[config.mk]
export PLATFORM = sky130hd
export DESIGN_NAME = llat_ctrl
export DESIGN_NICKNAME = d
export VERILOG_FILES = /design/src/rtl/core/llat_pkg.sv /design/src/rtl/core/llat_ctrl.sv
export SDC_FILE = /design/constraint.sdc
export NUM_CORES = 1
export LEC_CHECK = 0
export BUFFER_PORTS_ARGS = -buffer_cell sky130_fd_sc_hd__buf_2
export CORE_AREA = 2 2 39 41
export DETAILED_ROUTE_END_ITERATION = 8
export DIE_AREA = 0 0 41 43
export PLACE_DENSITY = 0.55
export SYNTH_ARGS = -nofsm -noshare
export SYNTH_HDL_FRONTEND = slang
export SYNTH_SLANG_ARGS = --single-unit
[constraint.sdc]
create_clock -name clk_i -period 2.3 [get_ports clk_i]
set_input_delay 0.345 -clock clk_i [delete_from_list [all_inputs] [get_ports clk_i]]
set_output_delay 0.345 -clock clk_i [all_outputs]
set_load 0.01 [all_outputs]
[src/rtl/core/llat_pkg.sv]
// Package with types, constants and the next-generation row function for the automaton core.
`timescale 1ns / 1ps
package llat_pkg;

  localparam int MaxCols  = 64;
  localparam int MaxRows  = 64;
  localparam int ColAw    = $clog2(MaxCols);
  localparam int RowAw    = $clog2(MaxRows);
  localparam int SizeW    = 7;
  localparam int MaskW    = 9;
  localparam int NbrMax   = 8;
  localparam int CntW     = $clog2(NbrMax + 1);
  localparam int CfgIdxW  = 2;
  localparam int CfgDataW = 9;

  localparam logic [MaskW-1:0] BirthReset = MaskW'(8);
  localparam logic [MaskW-1:0] SurvReset  = MaskW'(12);
  localparam logic [SizeW-1:0] ColsReset  = SizeW'(64);
  localparam logic [SizeW-1:0] RowsReset  = SizeW'(64);

  typedef enum logic [1:0] {
    ActWrite   = 2'd0,
    ActRead    = 2'd1,
    ActAdvance = 2'd2,
    ActClear   = 2'd3
  } action_e;

  typedef enum logic [CfgIdxW-1:0] {
    CfgBirth = 2'd0,
    CfgSurv  = 2'd1,
    CfgCols  = 2'd2,
    CfgRows  = 2'd3
  } cfg_idx_e;

  typedef enum logic [2:0] {
    StIdle,
    StCell,
    StGenFirst,
    StGenSecond,
    StGenStep,
    StGenLast
  } ctrl_state_e;

  typedef enum logic [3:0] {
    OpNop,
    OpCapture,
    OpCellDone,
    OpClear,
    OpGenStart,
    OpGenFirst,
    OpGenSecond,
    OpGenStep,
    OpGenLast
  } dp_op_e;

  typedef struct packed {
    dp_op_e op;
    logic   res_load;
  } dp_cmd_t;

  typedef struct packed {
    logic single_row;
    logic next_last;
  } dp_status_t;

  // Computes the next generation of one row from its rows above and below.
  function automatic logic [MaxCols-1:0] life_next_row(
    input logic [MaxCols-1:0] above,
    input logic [MaxCols-1:0] cur,
    input logic [MaxCols-1:0] below,
    input logic [ColAw-1:0]   nc_m1,
    input logic [MaskW-1:0]   birth,
    input logic [MaskW-1:0]   surv
  );
    logic [MaxCols-1:0] nxt;
    logic [ColAw-1:0]   li;
    logic [ColAw-1:0]   ri;
    logic [CntW-1:0]    cnt;
    logic [MaskW-1:0]   m;
    nxt = cur;
    for (int c = 0; c < MaxCols; c++) begin
      li  = (c == 0) ? nc_m1 : ColAw'(c - 1);
      ri  = (ColAw'(c) == nc_m1) ? '0 : ColAw'(c + 1);
      cnt = CntW'(above[li]) + CntW'(above[c]) + CntW'(above[ri])
          + CntW'(cur[li]) + CntW'(cur[ri])
          + CntW'(below[li]) + CntW'(below[c]) + CntW'(below[ri]);
      m   = cur[c] ? surv : birth;
      if (ColAw'(c) <= nc_m1) begin
        nxt[c] = m[cnt];
      end
    end
    return nxt;
  endfunction

endpackage

[src/rtl/core/llat_ctrl.sv]
// Controller state machine that sequences cell accesses, clears and generation steps.
`timescale 1ns / 1ps
module llat_ctrl import llat_pkg::*; (
  input  logic       clk_i,
  input  logic       rst_ni,
  input  logic       in_valid_i,
  input  logic [1:0] action_i,
  output logic       in_ready_o,
  input  logic       out_ready_i,
  output logic       out_valid_o,
  input  dp_status_t status_i,
  output dp_cmd_t    cmd_o
);

  ctrl_state_e state_q, state_d;
  logic        out_valid_q, out_valid_d;
  logic        accept;
  action_e     act;

  assign act        = action_e'(action_i);
  assign in_ready_o = (state_q == StIdle) && (!out_valid_q || out_ready_i);
  assign accept     = in_valid_i && in_ready_o;

  always_comb begin
    state_d = state_q;
    unique case (state_q)
      StIdle: begin
        if (accept) begin
          unique case (act)
            ActWrite, ActRead: state_d = StCell;
            ActAdvance:        state_d = StGenFirst;
            ActClear:          state_d = StIdle;
            default:           state_d = StIdle;
          endcase
        end
      end
      StCell:      state_d = StIdle;
      StGenFirst:  state_d = StGenSecond;
      StGenSecond: state_d = status_i.single_row ? StGenLast : StGenStep;
      StGenStep:   state_d = status_i.next_last ? StGenLast : StGenStep;
      StGenLast:   state_d = StIdle;
      default:     state_d = StIdle;
    endcase
  end

  always_comb begin
    cmd_o.op = OpNop;
    unique case (state_q)
      StIdle: begin
        if (accept) begin
          unique case (act)
            ActWrite, ActRead: cmd_o.op = OpCapture;
            ActAdvance:        cmd_o.op = OpGenStart;
            ActClear:          cmd_o.op = OpClear;
            default:           cmd_o.op = OpNop;
          endcase
        end
      end
      StCell:      cmd_o.op = OpCellDone;
      StGenFirst:  cmd_o.op = OpGenFirst;
      StGenSecond: cmd_o.op = OpGenSecond;
      StGenStep:   cmd_o.op = OpGenStep;
      StGenLast:   cmd_o.op = OpGenLast;
      default:     cmd_o.op = OpNop;
    endcase
    cmd_o.res_load = (cmd_o.op == OpCellDone) || (cmd_o.op == OpClear)
                  || (cmd_o.op == OpGenLast);
  end

  always_comb begin
    out_valid_d = out_valid_q;
    if (cmd_o.res_load) begin
      out_valid_d = 1'b1;
    end else if (out_ready_i) begin
      out_valid_d = 1'b0;
    end
  end

  always_ff @(posedge clk_i or negedge rst_ni) begin
    if (!rst_ni) begin
      state_q     <= StIdle;
      out_valid_q <= 1'b0;
    end else begin
      state_q     <= state_d;
      out_valid_q <= out_valid_d;
    end
  end

  assign out_valid_o = out_valid_q;

endmodule

[Yosys cells after proc, flatten, opt, wreduce, memory -nomap -nowiden]
Index checks and enable logic that the tools add are counted.
Cells by class
  eq/ne operators: 12
  reductions and logical operators: 10
  mux-type cells: 10
Operator list (count)
  case mux 4 bit (6 select lines): 1
  case mux 3 bit (4 select lines): 1
  case mux 4 bit (3 select lines): 1
  case mux 3 bit (3 select lines): 1
  == test 4 x 2 -> 1 bit (second input constant): 2
  == test 3 x 2 -> 1 bit (second input constant): 2
  == test 3 bit (second input constant): 2
  == test 2 bit (second input constant): 2
  == test 4 bit (second input constant): 1
  two-way mux 1 bit: 4
  two-way mux 4 bit: 1
  == test 3 x 1 -> 1 bit (second input constant): 1
  zero test 3 bit: 1
  logical OR 1 bit: 3
  two-way mux 3 bit: 1
  == test 2 x 1 -> 1 bit (second input constant): 1
  logical AND 1 bit: 2
  zero test 2 bit: 1
  inequality test 2 bit (second input constant): 1
  nonzero test 2 bit: 1
  OR reduction 2 bit: 1
  zero test 1 bit: 1
Storage, ports and cells
  flip-flop bits (word level): 4
  input port bits: 8
  output and inout port bits: 7
  logic and storage cells: 34

[Depth between registers and ports, before layout]
  depth in word-level cells: 10
  gate-level depth with buffers: 5

[Least setup slack after synthesis]
OpenSTA, ideal clock, no wires.
  path type: register to output
  start point: register state_q[1]
  end point: output port in_ready_o
  stages on the path, launching flop included: 3
  arrival time: 0.993 ns
  setup slack: 0.962 ns
  data required time: 1.955 ns
  path through: dfrtp_1 > buf_6 > nor4b_1
Between the ends
  longest elaborated chain between the ends: 2
Ends and longest elaborated chain
  start: declaration: line llat_ctrl.sv:15  | ctrl_state_e state_q, state_d;
  start signal: assignment: line llat_ctrl.sv:81  | state_q <= StIdle;
  start signal: assignment: line llat_ctrl.sv:84  | state_q <= state_d;
  zero test 3 bit: line llat_ctrl.sv:21  | assign in_ready_o = (state_q == StIdle) && (!out_valid_q || out_ready_i);
  logical AND 1 bit: line llat_ctrl.sv:21
  end: declaration: line llat_ctrl.sv:8  | output logic in_ready_o,
Every way passes these cells.

==> results.toml <==
[routing]
ant_nets = 0
drt_iter0_drc = 7
wl_per_cell_um = 12.1
first_pass_iters = 3
drcViolationCount = 0
avgViaCountPerCell = 4.91
vias = 334
wl_um = 825

[sta]
period_needed_ns = 1.71
setup_ws_ns = 0.585
fin_tns_setup_ns = 0
whs_ns = 0.440
tightest_slew_ns = 0.381
finClkSkew_ns = 0.000658
finalHoldViolations = 0
max_freq_ghz = 0.583
setup_viol = 0
timing.final.crit_share = 0.746
finalMaxSlewViolations = 0
rsz0062_at_grt = "no"
relSlewSlack = 0.746

[clock_network]
clk_pin_slew_worst_paths_ns = 0.04
cts_root_buffer = "clkbuf_4"
cts.path.max_buffers = 2
cts_tree = "done"
cts_buffers = 3
cts.sinks = 4
post_cts_buffers = 0
insertion_delay_ns = 0.24
htree_levels = 1

[floorplanning]
io_pins = 15
placement_rows = 14
die_y_um = 43
start_util = 0.242
dieArea_um2 = 1760
core_um2 = 1380
fp.dieW_um = 41

[global_routing]
grt_overflow = 0
antenna_found_initial = 0
grt_pass1_wl_um = 1350
gr-usage-all-layers = 0.118
grt_pass1_vias = 302
grt_max_degree = 12

[setup_path]
reg2reg_depth = 3
critPathCapture = "cmd_o[3]"
cp-start-kind = "flop"
crit_chain = "nand2b_2 > o21ai_0 > a21oi_1 > buf_2"
critical_path.max_stage_delay_ns = 0.56
arrival_ns = 1.37
r2r_end = "state_q[0]"
crit_type = "reg2out"
crit_slowest_cell = "dfrtp_1"
r2r_start = "state_q[2]"
critPathLaunch = "state_q[1]"
reg2reg_slack_ns = 1.12
cp_data_required_time_ns = 1.96
worst_setup_path_end_kind = "output port"
cp_max_fo = 11

[final_layout]
nFillCells = 153
fin_area_um2 = 423
multiInputGateArea_um2 = 189
seqCellArea_um2 = 100
antennaDiodeCount = 0
final_net_count = 62
syn_to_final_growth_pct = 26.1
final_util = 0.306
drive_gt1_frac = 0.442

[pwr]
p_int_uw = 316
clkPwrFrac = 0.147
seq_power_share = 0.308
cellPowerDensity_nw_per_um2 = 1420
combPwrFrac = 0.545
p_sw_frac = 0.474
leakage_nw = 0.192
switching_power_uw = 285
ir_drop_uv = 630

[logic_synthesis]
syn_area_um2 = 335
synth_edf_count = 0
yosys_warnings = 0
synthTopCellsByArea = "dfrtp_1 30%, buf_6 6.7%, nand2b_2 5.2%"
synth_seq_area_share = 0.299
synthCells = 38
synth_top_cell_by_area = "dfrtp_1"
postSynth.topFlopCell = "dfrtp_1"
synth_top_area_frac = 0.299
synth_common_cells = "4 x dfrtp_1, 3 x a21oi_1"
ys_types = 26
ys_async_sr_fraction = 1.00
avgSynthCellArea_um2 = 8.82
synthesis.nets = 46
ys_ff_latch = 4
synth.most_common_cell = "dfrtp_1"

[place]
post_dp_cell_area_um2 = 390
portBuffers = 14
dp.final_hpwl_um = 598
dp_slack_ns = 0.822
gp_congestion = 0.778

[flow_run]
max_cap_viol_count = 0

[hold_path]
min_path_type = "in2async"

[status]
status = "complete, no violations"
through the flow:
stage / power (mW) / std cells
after global placement: 0.512 / 64
after global routing: 0.660 / 68
final: 0.601 / 68
after floorplan: 0.445 / 38
after CTS: 0.605 / 68
after detailed placement: 0.511 / 64
state kept, by name (all words and copies together) (netlist names):
| name | count |
|---|---|
| out_valid_o | 1 |
| state_q | 3 |
cells in the final DEF (no fill, tap or decap):
cell type and n:
nand2b_2 2, or3_4 1, a41oi_1 1, inv_2 1, o21ai_0 2, inv_1 2, nor4b_1 1, o31ai_1 1
o41ai_1 2, nand4_1 1, buf_2 14, clkbuf_4 3, nand2b_1 1, nor4bb_1 1, nor2_4 1, dfrtp_1 4
a21oi_1 3, nand2_1 2, nand4b_1 1, nor2b_1 1, a211oi_1 1, nand3_1 2, o21ai_2 1, nor2_1 1
dlygate4sd3_1 1, a31oi_1 1
critical path, delay by kind of cell, from the launching register on:
kind / cells / cell delay [ns]
DFF: 1 / 0.56
and+or+nand+nor: 1 / 0.22
AOI/OAI and AO/OA: 2 / 0.21
buffers and inverters: 1 / 0.14
logic make-up after synthesis:
| family | share of synthesized area |
|---|---|
| AND/OR/NAND/NOR | 0.321 |
| AO/OA/AOI/OAI | 0.243 |
| buffers and inverters | 0.138 |
| flip-flops | 0.299 |
metal layers:
layer,up-vias,global-route usage,share of wire
met1,151,0.172,0.47
met5,-,0,0
met4,0,0.0600,0.017
li1,169,-,-
met2,12,0.131,0.41
met3,2,0.0681,0.095
final cells by class:
class	instances	area share
well taps	16	0.0473
multi-input cells	27	0.447
inverters	3	0.0266
clock buffers	3	0.0533
repair buffers	15	0.189
flip-flops and latches	4	0.237
worst min path at each step:
stage / depth (start not counted) / end / slack [ns]
after floorplan: 0 / out_valid_o / 0.05
after global placement: 1 / state_q[0] / 0.15
after detailed placement: 1 / out_valid_o / 0.15
after CTS: 2 / out_valid_o / 0.43
after global routing: 2 / out_valid_o / 0.45
final: 2 / state_q[0] / 0.44
power groups by stage:
| stage | Clock [mW] | Sequential (mW) | Combinational (mW) |
|---|---|---|---|
| after floorplan | 0 | 0.125 | 0.320 |
| after global placement | 0 | 0.185 | 0.327 |
| after detailed placement | 0 | 0.184 | 0.327 |
| after CTS | 0.0924 | 0.183 | 0.329 |
| after global routing | 0.100 | 0.195 | 0.364 |
| final | 0.0884 | 0.185 | 0.327 |
what timing repair did:
action | 4_1_cts | 5_1_grt
hold endpoints to repair | 4 | 0
hold buffers | 1 | 0
resized for setup | 0 | 0
Note: power is estimated with default switching activity, not from simulation.
